$ cat src/hdl/fmc_pkg.sv
// ----------------------------------------------------------------------------
// fmc_pkg
// Shared types and constants of the float / minifloat converter.
// ----------------------------------------------------------------------------
package fmc_pkg;

	localparam int WORD_W   = 32;
	localparam int MANT_W   = 23;
	localparam int EXPF_W   = 8;
	localparam int MAG_W    = 31;
	localparam int EXPW_W   = 4;
	localparam int MANW_W   = 5;
	localparam int CFG_W    = 5;
	localparam int CFG_IDX_W = 1;
	localparam int BIAS     = 127;

	localparam int EXP_MIN   = 2;
	localparam int EXP_MAX   = 8;
	localparam int MAN_MIN   = 2;
	localparam int MAN_MAX   = 23;
	localparam int EXP_RESET = 5;
	localparam int MAN_RESET = 10;

	typedef enum logic {
		MODE_ENCODE = 1'b0,
		MODE_DECODE = 1'b1
	} mode_t;

	typedef enum logic [CFG_IDX_W-1:0] {
		REG_EXP_WIDTH = 1'b0,
		REG_MAN_WIDTH = 1'b1
	} cfg_reg_t;

	// stage 1: captured word, clamped widths and saturation limits
	typedef struct packed {
		mode_t              mode;
		logic [WORD_W-1:0]  value;
		logic [EXPW_W-1:0]  e;
		logic [MANW_W-1:0]  m;
		logic [MAG_W-1:0]   hi_mag;
		logic [MAG_W-1:0]   lo_mag;
	} s1_t;

	// stage 2: compare outcomes and unpacked fields for both directions
	typedef struct packed {
		mode_t              mode;
		logic [EXPW_W-1:0]  e;
		logic [MANW_W-1:0]  m;
		logic               sgn;
		logic               ge_hi;
		logic               le_lo;
		logic               neg_x;
		logic [6:0]         absx;
		logic [MANT_W-1:0]  mant_x;
		logic               dsign;
		logic               dneg;
		logic [6:0]         dmag;
		logic [MANT_W-1:0]  dmant;
	} s2_t;

endpackage

$ cat src/hdl/fmc_if.sv
// ----------------------------------------------------------------------------
// fmc_in_if / fmc_out_if
// Valid/ready channels of the converter: request word in, result word out.
// ----------------------------------------------------------------------------
interface fmc_in_if;
	logic                        valid;
	logic                        ready;
	logic                        mode;
	logic [fmc_pkg::WORD_W-1:0]  value;

	modport source (output valid, output mode, output value, input ready);
	modport sink   (input valid, input mode, input value, output ready);
endinterface

interface fmc_out_if;
	logic                        valid;
	logic                        ready;
	logic [fmc_pkg::WORD_W-1:0]  result;

	modport source (output valid, output result, input ready);
	modport sink   (input valid, input result, output ready);
endinterface

$ cat src/hdl/fmc_front.sv
// ----------------------------------------------------------------------------
// fmc_front
// Stage 1: clamp the width registers, build the saturation limits, capture.
// ----------------------------------------------------------------------------
module fmc_front (
	input  logic                          clk,
	input  logic                          arst_n,
	input  logic [fmc_pkg::EXPW_W-1:0]    exp_width,
	input  logic [fmc_pkg::MANW_W-1:0]    man_width,
	fmc_in_if.sink                        item_in,
	output logic                          valid_s1,
	output fmc_pkg::s1_t                  stage1_s1,
	input  logic                          next_ready
);

	logic [fmc_pkg::EXPW_W-1:0]  e;
	logic [fmc_pkg::MANW_W-1:0]  m;
	logic [2:0]                  b;
	logic [fmc_pkg::EXPF_W-1:0]  pow_b;
	logic [fmc_pkg::EXPF_W-1:0]  hi_biased;
	logic [fmc_pkg::EXPF_W-1:0]  lo_biased;
	logic [fmc_pkg::MANT_W-1:0]  hi_mant;
	logic [fmc_pkg::MANT_W-1:0]  lo_mant;
	fmc_pkg::s1_t                next_s1;

	always_comb begin
		if (exp_width < fmc_pkg::EXPW_W'(fmc_pkg::EXP_MIN)) begin
			e = fmc_pkg::EXPW_W'(fmc_pkg::EXP_MIN);
		end else if (exp_width > fmc_pkg::EXPW_W'(fmc_pkg::EXP_MAX)) begin
			e = fmc_pkg::EXPW_W'(fmc_pkg::EXP_MAX);
		end else begin
			e = exp_width;
		end
		if (man_width < fmc_pkg::MANW_W'(fmc_pkg::MAN_MIN)) begin
			m = fmc_pkg::MANW_W'(fmc_pkg::MAN_MIN);
		end else if (man_width > fmc_pkg::MANW_W'(fmc_pkg::MAN_MAX)) begin
			m = fmc_pkg::MANW_W'(fmc_pkg::MAN_MAX);
		end else begin
			m = man_width;
		end
	end

	// largest code: exponent +(2^b - 1), mantissa all ones
	// smallest code: exponent -(2^b - 2), mantissa lsb only
	assign b         = 3'(e - 4'd1);
	assign pow_b     = 8'd1 << b;
	assign hi_biased = 8'(fmc_pkg::BIAS - 1) + pow_b;
	assign lo_biased = 8'(fmc_pkg::BIAS + 2) - pow_b;
	assign hi_mant   = ~({fmc_pkg::MANT_W{1'b1}} >> m);
	assign lo_mant   = {1'b1, {(fmc_pkg::MANT_W-1){1'b0}}} >> (m - 5'd1);

	always_comb begin
		next_s1.mode   = fmc_pkg::mode_t'(item_in.mode);
		next_s1.value  = item_in.value;
		next_s1.e      = e;
		next_s1.m      = m;
		next_s1.hi_mag = {hi_biased, hi_mant};
		next_s1.lo_mag = {lo_biased, lo_mant};
	end

	assign item_in.ready = !valid_s1 || next_ready;

	always_ff @(posedge clk or negedge arst_n) begin
		if (!arst_n) begin
			valid_s1 <= 1'b0;
		end else if (item_in.ready) begin
			valid_s1 <= item_in.valid;
		end
	end

	always_ff @(posedge clk) begin
		if (item_in.valid && item_in.ready) begin
			stage1_s1 <= next_s1;
		end
	end

endmodule

$ cat src/hdl/fmc_core.sv
// ----------------------------------------------------------------------------
// fmc_core
// Stage 2: magnitude compares and field extraction for encode and decode.
// ----------------------------------------------------------------------------
module fmc_core (
	input  logic          clk,
	input  logic          arst_n,
	input  logic          valid_s1,
	input  fmc_pkg::s1_t  stage1_s1,
	output logic          this_ready,
	output logic          valid_s2,
	output fmc_pkg::s2_t  stage2_s2,
	input  logic          next_ready
);

	logic [fmc_pkg::MAG_W-1:0]   mag;
	logic [fmc_pkg::EXPF_W-1:0]  field;
	logic [fmc_pkg::EXPF_W-1:0]  absx8;
	logic [2:0]                  b;
	logic [5:0]                  em;
	logic [5:0]                  em_lo;
	logic [fmc_pkg::WORD_W-1:0]  shifted;
	logic [6:0]                  mask_b;
	logic [fmc_pkg::MANT_W-1:0]  mask_m;
	fmc_pkg::s2_t                next_s2;

	assign mag    = stage1_s1.value[fmc_pkg::MAG_W-1:0];
	assign field  = mag[fmc_pkg::MAG_W-1:fmc_pkg::MANT_W];
	assign b      = 3'(stage1_s1.e - 4'd1);
	assign em     = {2'b00, stage1_s1.e} + {1'b0, stage1_s1.m};
	assign em_lo  = em - 6'd1;
	assign shifted = stage1_s1.value >> stage1_s1.m;
	assign mask_b = 7'((8'd1 << b) - 8'd1);
	assign mask_m = ~({fmc_pkg::MANT_W{1'b1}} << stage1_s1.m);
	assign absx8  = (field < 8'(fmc_pkg::BIAS)) ? (8'(fmc_pkg::BIAS) - field)
	                                            : (field - 8'(fmc_pkg::BIAS));

	always_comb begin
		next_s2.mode   = stage1_s1.mode;
		next_s2.e      = stage1_s1.e;
		next_s2.m      = stage1_s1.m;
		// negative zero packs as positive
		next_s2.sgn    = stage1_s1.value[fmc_pkg::WORD_W-1] && (mag != '0);
		next_s2.ge_hi  = mag >= stage1_s1.hi_mag;
		next_s2.le_lo  = mag <= stage1_s1.lo_mag;
		next_s2.neg_x  = field < 8'(fmc_pkg::BIAS);
		next_s2.absx   = absx8[6:0];
		next_s2.mant_x = mag[fmc_pkg::MANT_W-1:0] >> (5'd23 - stage1_s1.m);
		next_s2.dsign  = stage1_s1.value[em[4:0]];
		next_s2.dneg   = stage1_s1.value[em_lo[4:0]];
		next_s2.dmag   = shifted[6:0] & mask_b;
		next_s2.dmant  = stage1_s1.value[fmc_pkg::MANT_W-1:0] & mask_m;
	end

	assign this_ready = !valid_s2 || next_ready;

	always_ff @(posedge clk or negedge arst_n) begin
		if (!arst_n) begin
			valid_s2 <= 1'b0;
		end else if (this_ready) begin
			valid_s2 <= valid_s1;
		end
	end

	always_ff @(posedge clk) begin
		if (valid_s1 && this_ready) begin
			stage2_s2 <= next_s2;
		end
	end

endmodule

$ cat src/hdl/fmc_pack.sv
// ----------------------------------------------------------------------------
// fmc_pack
// Stage 3: assemble the packed code or the IEEE word into the output register.
// ----------------------------------------------------------------------------
module fmc_pack (
	input  logic          clk,
	input  logic          arst_n,
	input  logic          valid_s2,
	input  fmc_pkg::s2_t  stage2_s2,
	output logic          this_ready,
	fmc_out_if.source     item_out
);

	logic                        valid_s3;
	logic [fmc_pkg::WORD_W-1:0]  result_s3;
	logic [2:0]                  b;
	logic [fmc_pkg::EXPF_W-1:0]  pow_b;
	logic [5:0]                  em;
	logic [fmc_pkg::MANT_W-1:0]  mask_m;
	logic [fmc_pkg::EXPF_W-1:0]  biased;
	logic [fmc_pkg::WORD_W-1:0]  dec_word;
	logic [fmc_pkg::EXPF_W-1:0]  exp8;
	logic [fmc_pkg::MANT_W-1:0]  mant;
	logic [fmc_pkg::WORD_W-1:0]  enc_word;
	logic [fmc_pkg::WORD_W-1:0]  next_result;

	assign b      = 3'(stage2_s2.e - 4'd1);
	assign pow_b  = 8'd1 << b;
	assign em     = {2'b00, stage2_s2.e} + {1'b0, stage2_s2.m};
	assign mask_m = ~({fmc_pkg::MANT_W{1'b1}} << stage2_s2.m);

	assign biased = stage2_s2.dneg ? (8'(fmc_pkg::BIAS) - {1'b0, stage2_s2.dmag})
	                               : (8'(fmc_pkg::BIAS) + {1'b0, stage2_s2.dmag});
	assign dec_word = {stage2_s2.dsign, biased,
	                   stage2_s2.dmant << (5'd23 - stage2_s2.m)};

	always_comb begin
		if (stage2_s2.ge_hi) begin
			exp8 = pow_b - 8'd1;
			mant = mask_m;
		end else if (stage2_s2.le_lo) begin
			// wraps to the right field for the widest exponent
			exp8 = (8'd1 << stage2_s2.e) - 8'd2;
			mant = 23'd1;
		end else begin
			exp8 = ({7'd0, stage2_s2.neg_x} << b) | ({1'b0, stage2_s2.absx} & (pow_b - 8'd1));
			mant = stage2_s2.mant_x;
		end
	end

	assign enc_word = ({24'd0, exp8} << stage2_s2.m) | {9'd0, mant}
	                | ({31'd0, stage2_s2.sgn} << em);

	assign next_result = (stage2_s2.mode == fmc_pkg::MODE_DECODE) ? dec_word : enc_word;

	assign this_ready      = !valid_s3 || item_out.ready;
	assign item_out.valid  = valid_s3;
	assign item_out.result = result_s3;

	always_ff @(posedge clk or negedge arst_n) begin
		if (!arst_n) begin
			valid_s3 <= 1'b0;
		end else if (this_ready) begin
			valid_s3 <= valid_s2;
		end
	end

	always_ff @(posedge clk) begin
		if (valid_s2 && this_ready) begin
			result_s3 <= next_result;
		end
	end

endmodule

$ cat src/hdl/float_minifloat_converter_unit.sv
// ----------------------------------------------------------------------------
// float_minifloat_converter_unit
// Converts IEEE single words to packed minifloat codes and back.
// ----------------------------------------------------------------------------
// Takes one transaction per clock while the output is not stalled and returns
// one result per transaction, in order: the clamp and limit stage, the compare
// and field-extraction stage, and the output register each hold one item. Each
// stage passes its item on whenever the stage after it is empty or moving, so
// bubbles close up while the output is stalled. Encode truncates the mantissa
// and saturates to the largest or smallest code; decode ignores code bits above
// the sign. Write exponent_width (index 0) and mantissa_width (index 1) only
// while no transaction is in flight; out-of-range widths are clamped.
module float_minifloat_converter_unit (
	input  logic                            clk,
	input  logic                            arst_n,
	fmc_in_if.sink                          item_in,
	fmc_out_if.source                       item_out,
	input  logic                            cfg_we,
	input  logic [fmc_pkg::CFG_IDX_W-1:0]   cfg_index,
	input  logic [fmc_pkg::CFG_W-1:0]       cfg_data
);

	logic [fmc_pkg::EXPW_W-1:0]  exp_width_q;
	logic [fmc_pkg::MANW_W-1:0]  man_width_q;
	logic                        valid_s1;
	fmc_pkg::s1_t                stage1_s1;
	logic                        core_ready;
	logic                        valid_s2;
	fmc_pkg::s2_t                stage2_s2;
	logic                        pack_ready;

	always_ff @(posedge clk or negedge arst_n) begin
		if (!arst_n) begin
			exp_width_q <= fmc_pkg::EXPW_W'(fmc_pkg::EXP_RESET);
			man_width_q <= fmc_pkg::MANW_W'(fmc_pkg::MAN_RESET);
		end else if (cfg_we) begin
			case (fmc_pkg::cfg_reg_t'(cfg_index))
				fmc_pkg::REG_EXP_WIDTH: begin
					exp_width_q <= cfg_data[fmc_pkg::EXPW_W-1:0];
				end
				fmc_pkg::REG_MAN_WIDTH: begin
					man_width_q <= cfg_data;
				end
				default: begin
				end
			endcase
		end
	end

	fmc_front u_front (
		.clk        (clk),
		.arst_n     (arst_n),
		.exp_width  (exp_width_q),
		.man_width  (man_width_q),
		.item_in    (item_in),
		.valid_s1   (valid_s1),
		.stage1_s1  (stage1_s1),
		.next_ready (core_ready)
	);

	fmc_core u_core (
		.clk        (clk),
		.arst_n     (arst_n),
		.valid_s1   (valid_s1),
		.stage1_s1  (stage1_s1),
		.this_ready (core_ready),
		.valid_s2   (valid_s2),
		.stage2_s2  (stage2_s2),
		.next_ready (pack_ready)
	);

	fmc_pack u_pack (
		.clk        (clk),
		.arst_n     (arst_n),
		.valid_s2   (valid_s2),
		.stage2_s2  (stage2_s2),
		.this_ready (pack_ready),
		.item_out   (item_out)
	);

`ifndef SYNTH
	a_limits_ordered: assert property (@(posedge clk) disable iff (!arst_n)
		valid_s1 |-> (stage1_s1.hi_mag > stage1_s1.lo_mag))
		else $error("saturation limits out of order");

	a_clamp_exclusive: assert property (@(posedge clk) disable iff (!arst_n)
		valid_s2 |-> !(stage2_s2.ge_hi && stage2_s2.le_lo))
		else $error("word flagged both above and below the limits");

	a_capture: assert property (@(posedge clk) disable iff (!arst_n)
		(item_in.valid && item_in.ready) |=> valid_s1)
		else $error("accepted transaction not held in stage 1");

	a_stage2_hold: assert property (@(posedge clk) disable iff (!arst_n)
		(valid_s2 && !pack_ready) |=> (valid_s2 && $stable(stage2_s2)))
		else $error("stage 2 changed while stalled");
`endif

endmodule
$ cat src/flat_wrapper.sv
// flat-port wrapper written by rule: the top's interface ports become plain ports
module float_minifloat_converter_unit_flat 
  (clk, arst_n, cfg_we, cfg_index, cfg_data, item_in_valid, item_in_mode, item_in_value, item_in_ready, item_out_valid, item_out_result, item_out_ready);
  fmc_in_if item_in_i ();
  fmc_out_if item_out_i ();
  input  logic clk;
  input  logic arst_n;
  input  logic cfg_we;
  input  logic [fmc_pkg::CFG_IDX_W-1:0] cfg_index;
  input  logic [fmc_pkg::CFG_W-1:0] cfg_data;
  input wire logic [$bits(item_in_i.valid)-1:0] item_in_valid;
  input wire logic [$bits(item_in_i.mode)-1:0] item_in_mode;
  input wire logic [$bits(item_in_i.value)-1:0] item_in_value;
  output wire logic [$bits(item_in_i.ready)-1:0] item_in_ready;
  output wire logic [$bits(item_out_i.valid)-1:0] item_out_valid;
  output wire logic [$bits(item_out_i.result)-1:0] item_out_result;
  input wire logic [$bits(item_out_i.ready)-1:0] item_out_ready;
  assign item_in_i.valid = item_in_valid;
  assign item_in_i.mode = item_in_mode;
  assign item_in_i.value = item_in_value;
  assign item_in_ready = item_in_i.ready;
  assign item_out_valid = item_out_i.valid;
  assign item_out_result = item_out_i.result;
  assign item_out_i.ready = item_out_ready;
  float_minifloat_converter_unit u_core (.clk(clk), .arst_n(arst_n), .item_in(item_in_i), .item_out(item_out_i), .cfg_we(cfg_we), .cfg_index(cfg_index), .cfg_data(cfg_data));
endmodule
$ cat config.mk
export PLATFORM = sky130hd
export DESIGN_NAME = float_minifloat_converter_unit_flat
export DESIGN_NICKNAME = d
export VERILOG_FILES = /design/src/hdl/fmc_pkg.sv /design/src/hdl/fmc_if.sv /design/src/hdl/fmc_front.sv /design/src/hdl/fmc_core.sv /design/src/hdl/fmc_pack.sv /design/src/hdl/float_minifloat_converter_unit.sv /design/src/flat_wrapper.sv
export SDC_FILE = /design/constraint.sdc
export NUM_CORES = 1
export LEC_CHECK = 0
export ABC_CLOCK_PERIOD_IN_PS = 4400
export BUFFER_PORTS_ARGS = -buffer_cell sky130_fd_sc_hd__buf_2
export CORE_MARGIN = 4
export CORE_UTILIZATION = 30
export CTS_BUF_LIST = sky130_fd_sc_hd__clkbuf_4 sky130_fd_sc_hd__clkbuf_8
export CTS_CLUSTER_DIAMETER = 120
export CTS_CLUSTER_SIZE = 30
export DETAILED_ROUTE_END_ITERATION = 12
export PLACE_DENSITY = 0.43
export REMOVE_ABC_BUFFERS = 1
export SLEW_MARGIN = 5
export SYNTH_ARGS = -nofsm -noshare
export SYNTH_HDL_FRONTEND = slang
export SYNTH_SLANG_ARGS = --single-unit
export TNS_END_PERCENT = 5
$ cat constraint.sdc
create_clock -name clk -period 4.4 [get_ports clk]
set_input_delay 0.88 -clock clk [delete_from_list [all_inputs] [get_ports clk]]
set_output_delay 0.88 -clock clk [all_outputs]
set_load 0.02 [all_outputs]
==> flow_metrics.py <==
metrics = {
    "outcome": {
        "status": "completed",
    },
    "sta": {
        "rsz0062_at_grt": "false",
        "period_minus_slack_ns": 3.849,
        "final.setup_skew_ns": 0.06352,
        "finalWorstSetupSlack_ns": 0.5508,
        "slew-limit-headroom": 0.2335,
        "period_share": 0.8748,
        "fmax_ghz": 0.2598,
        "finalHoldViolCount": 0,
        "tightestPinTransition_ns": 1.149,
        "final.setup.tns_ns": 0,
        "slew_violations": 0,
        "setup_violations": 0,
    },
    "setup_path": {
        "critPathMaxFanout": 8,
        "worst-endpoint-required_ns": 4.79,
        "criticalPathCategory": "register to register",
        "cp-start-kind": "register",
        "cp-end-kind": "register",
        "cp.arrival_ns": 4.24,
    },
    "grt": {
        "grt_max_degree": 75,
        "grt_overflow": 0,
        "antenna_found_initial": 0,
        "grt_pass1_vias": 13020,
        "grt_pass1_wl_mm": 85.20,
        "grt_usage": 0.1912,
    },
    "pwr": {
        "finalPower_mw": 6.983,
        "swShare": 0.4039,
        "p_per_area_mw_per_mm2": 395.2,
        "comb_power_share": 0.423,
        "p_leak_nw": 6.736,
        "pwr-share-seq": 0.429,
        "pwr-share-clk": 0.148,
        "p_sw_mw": 2.821,
        "max-vdd-ir-drop_uv": 231.5,
        "p_int_mw": 4.162,
    },
    "clock_tree": {
        "cts_buffers": 12,
        "cts.sinks": 223,
        "cts_hold_buf": 0,
        "clkLatencyLatePin_ns": 0.60,
        "htree_num_levels": 1,
        "root_buffer": "clkbuf_8",
        "cts_setup_buffers": 0,
        "clock_path_buffers": 3,
        "ctsResizeCount": 0,
        "clk_pin_slew_worst_paths_ns": 0.18,
        "cts_tree": "built",
    },
    "synthesis": {
        "netlist_area_mm2": 0.01633,
        "synth_area_leaders": "edfxtp_1 39%, ha_1 7.0%, mux4_2 6.8%, mux2i_1 3.6%, o21ai_0 3.2%",
        "synth.yosys.warnings": 0,
        "netlist_instances": 1625,
        "synth_top_area_share": 0.3880,
        "ys_async_sr_fraction": 0.05381,
        "synth_area_leader_cell": "edfxtp_1",
        "synth_flop_cell": "edfxtp_1",
        "synth-seq-cells": 223,
        "synth_edf_count": 211,
        "yosysSeqAreaShare": 0.4067,
        "synthDistinctLibCells": 87,
        "synth_area_per_cell_um2": 10.05,
    },
    "cells_and_area": {
        "final_cells": 2348,
        "fillers": 5549,
        "final_common_cell": "edfxtp_1",
        "fin_area_mm2": 0.01767,
        "multi_input_area_mm2": 0.008860,
        "regArea_mm2": 0.006641,
        "nets": 1783,
        "layout-area-overhead-vs-synth_pct": 8.199,
        "final_cell_mix": "211 x edfxtp_1, 134 x nor2_1, 118 x nand2_1",
        "drive_above_1_share": 0.1495,
        "diodes": 0,
    },
    "placed_design": {
        "gp_congestion": 0.8885,
        "dp_slack_ns": 0.6645,
        "dp_hpwl_mm": 41.31,
        "io_buffers": 77,
        "placed_area_mm2": 0.01743,
        "placed_cells": 2328,
    },
    "min_path": {
        "hold_path_class": "input port to async pin",
    },
    "floorplan": {
        "dieArea_mm2": 0.05823,
        "fp.coreArea_mm2": 0.05381,
        "die_y_um": 241.3,
        "ios": 78,
        "rows": 85,
        "die_x_um": 241.3,
        "start_util": 0.3034,
    },
    "routing": {
        "first_iter_violations": 1098,
        "ant_nets": 0,
        "routed_wl_mm": 56.13,
        "wl_per_cell_um": 23.91,
        "dr.pass1.iters": 6,
        "drc": 0,
        "via_per_inst": 5.589,
        "num_vias": 13120,
    },
    "job": {
        "drv_cap": 0,
    },
}
kinds of logic (layout without fill, tap and decap cells):
group           count (synthesis)  after routing  synth area share
buf+inv                       212            238           0.05126
flops                         223            223            0.4067
compound gates                449            449            0.1825
simple gates                  472            472            0.1414
mux                           143            143            0.1280
fa+ha+maj                      93             93           0.07218
xor+xnor                       31             31           0.01755
other cells                     2              3         0.0004599
sequential cells by signal, indices dropped and copies added, names as in the netlist:
name,count
u_core.u_front.valid_s1,1
u_core.u_front.stage1_s1,103
u_core.u_pack.item_out.valid,1
u_core.u_pack.item_out.result,32
u_core.u_core.valid_s2,1
u_core.exp_width_q,4
u_core.u_core.stage2_s2,76
u_core.man_width_q,5
final timing paths:
check | start | end | slack, ns | cells after the start
max in group asynchronous | arst_n | u_core.exp_width_q[0]$_DFFE_PN1P_ | 3.97 | 1
worst max-delay path | u_core.u_core.stage2_s2[72]$_DFFE_PP_ | u_core.u_pack.item_out.result[10]$_DFFE_PP_ | 0.55 | 11
worst min-delay path | arst_n | u_core.man_width_q[0]$_DFFE_PN0P_ | 0.14 | 1
min in group clk | item_in_value[31] | u_core.u_front.stage1_s1[102]$_DFFE_PP_ | 0.44 | 1
worst min register to register | u_core.u_front.valid_s1$_DFFE_PN0N_ | u_core.u_core.valid_s2$_DFFE_PN0P_ | 0.52 | 1
worst max register to register | u_core.u_core.stage2_s2[72]$_DFFE_PP_ | u_core.u_pack.item_out.result[10]$_DFFE_PP_ | 0.55 | 11
stage by stage:
step | hold WS [ns] | util
finish | 0.1389 | 0.3283
floorplan | 0.4003 | -
global placement | 0.4441 | 0.3240
detailed placement | 0.4469 | 0.3240
global route | 0.09991 | 0.3283
CTS | 0.09341 | 0.3283
synth_stat cells (all sizes together) (5+ instances only):
library cell / instances
nor4: 14
o31a: 8
a31oi: 20
o21ai: 109
nand2: 118
nand4: 28
nor3: 33
nor2b: 28
a21o: 30
a22oi: 9
o221ai: 6
o22ai: 24
inv: 103
nand3: 34
dfrtp: 8
xor2: 13
or3: 7
nor2: 134
and3: 8
buf: 32
o31ai: 12
xnor2: 18
or2: 6
a211oi: 21
nand2b: 25
a21boi: 5
o211a: 7
mux2: 36
mux4: 49
a2bb2oi: 5
and2: 16
edfxtp: 211
mux2i: 58
clkbuf: 75
o21a: 17
o211ai: 26
a21oi: 99
a221oi: 9
nor3b: 7
a32oi: 5
ha: 91
critical path: stages, from the launching register on:
cell and delay (ns):
edfxtp_1 0.59, inv_1 0.20, ha_1 0.18, or3b_1 0.39
ha_1 0.28, nand2b_1 0.11, mux2_2 0.32, o31ai_1 0.49
a211oi_1 0.32, nor4b_1 0.45, o31ai_1 0.15, a22oi_1 0.17
cell type report:
class,count,area share
multi-input cells,1191,0.5015
flip-flops and latches,223,0.3759
well taps,696,0.04929
repair buffers,113,0.03782
inverters,105,0.02231
clock buffers,15,0.01098
clock inverters,5,0.002266
layer usage:
layer	part of all wire	global-route usage
met1	0.44	0.2576
met3	0.041	0.02049
met2	0.47	0.3186
met5	0	0
met4	0.047	0.07373
power groups by stage:
stage	Sequential, mW	Combinational, mW	Clock [mW]
2_1_floorplan	3.10	1.86	0
3_3_place_gp	3.05	2.95	0
3_5_place_dp	3.05	2.95	0
4_1_cts	3.00	2.96	1.09
5_1_grt	3.03	3.25	1.16
6_report	3.00	2.95	1.03
Power figures use the tool's default switching activity.
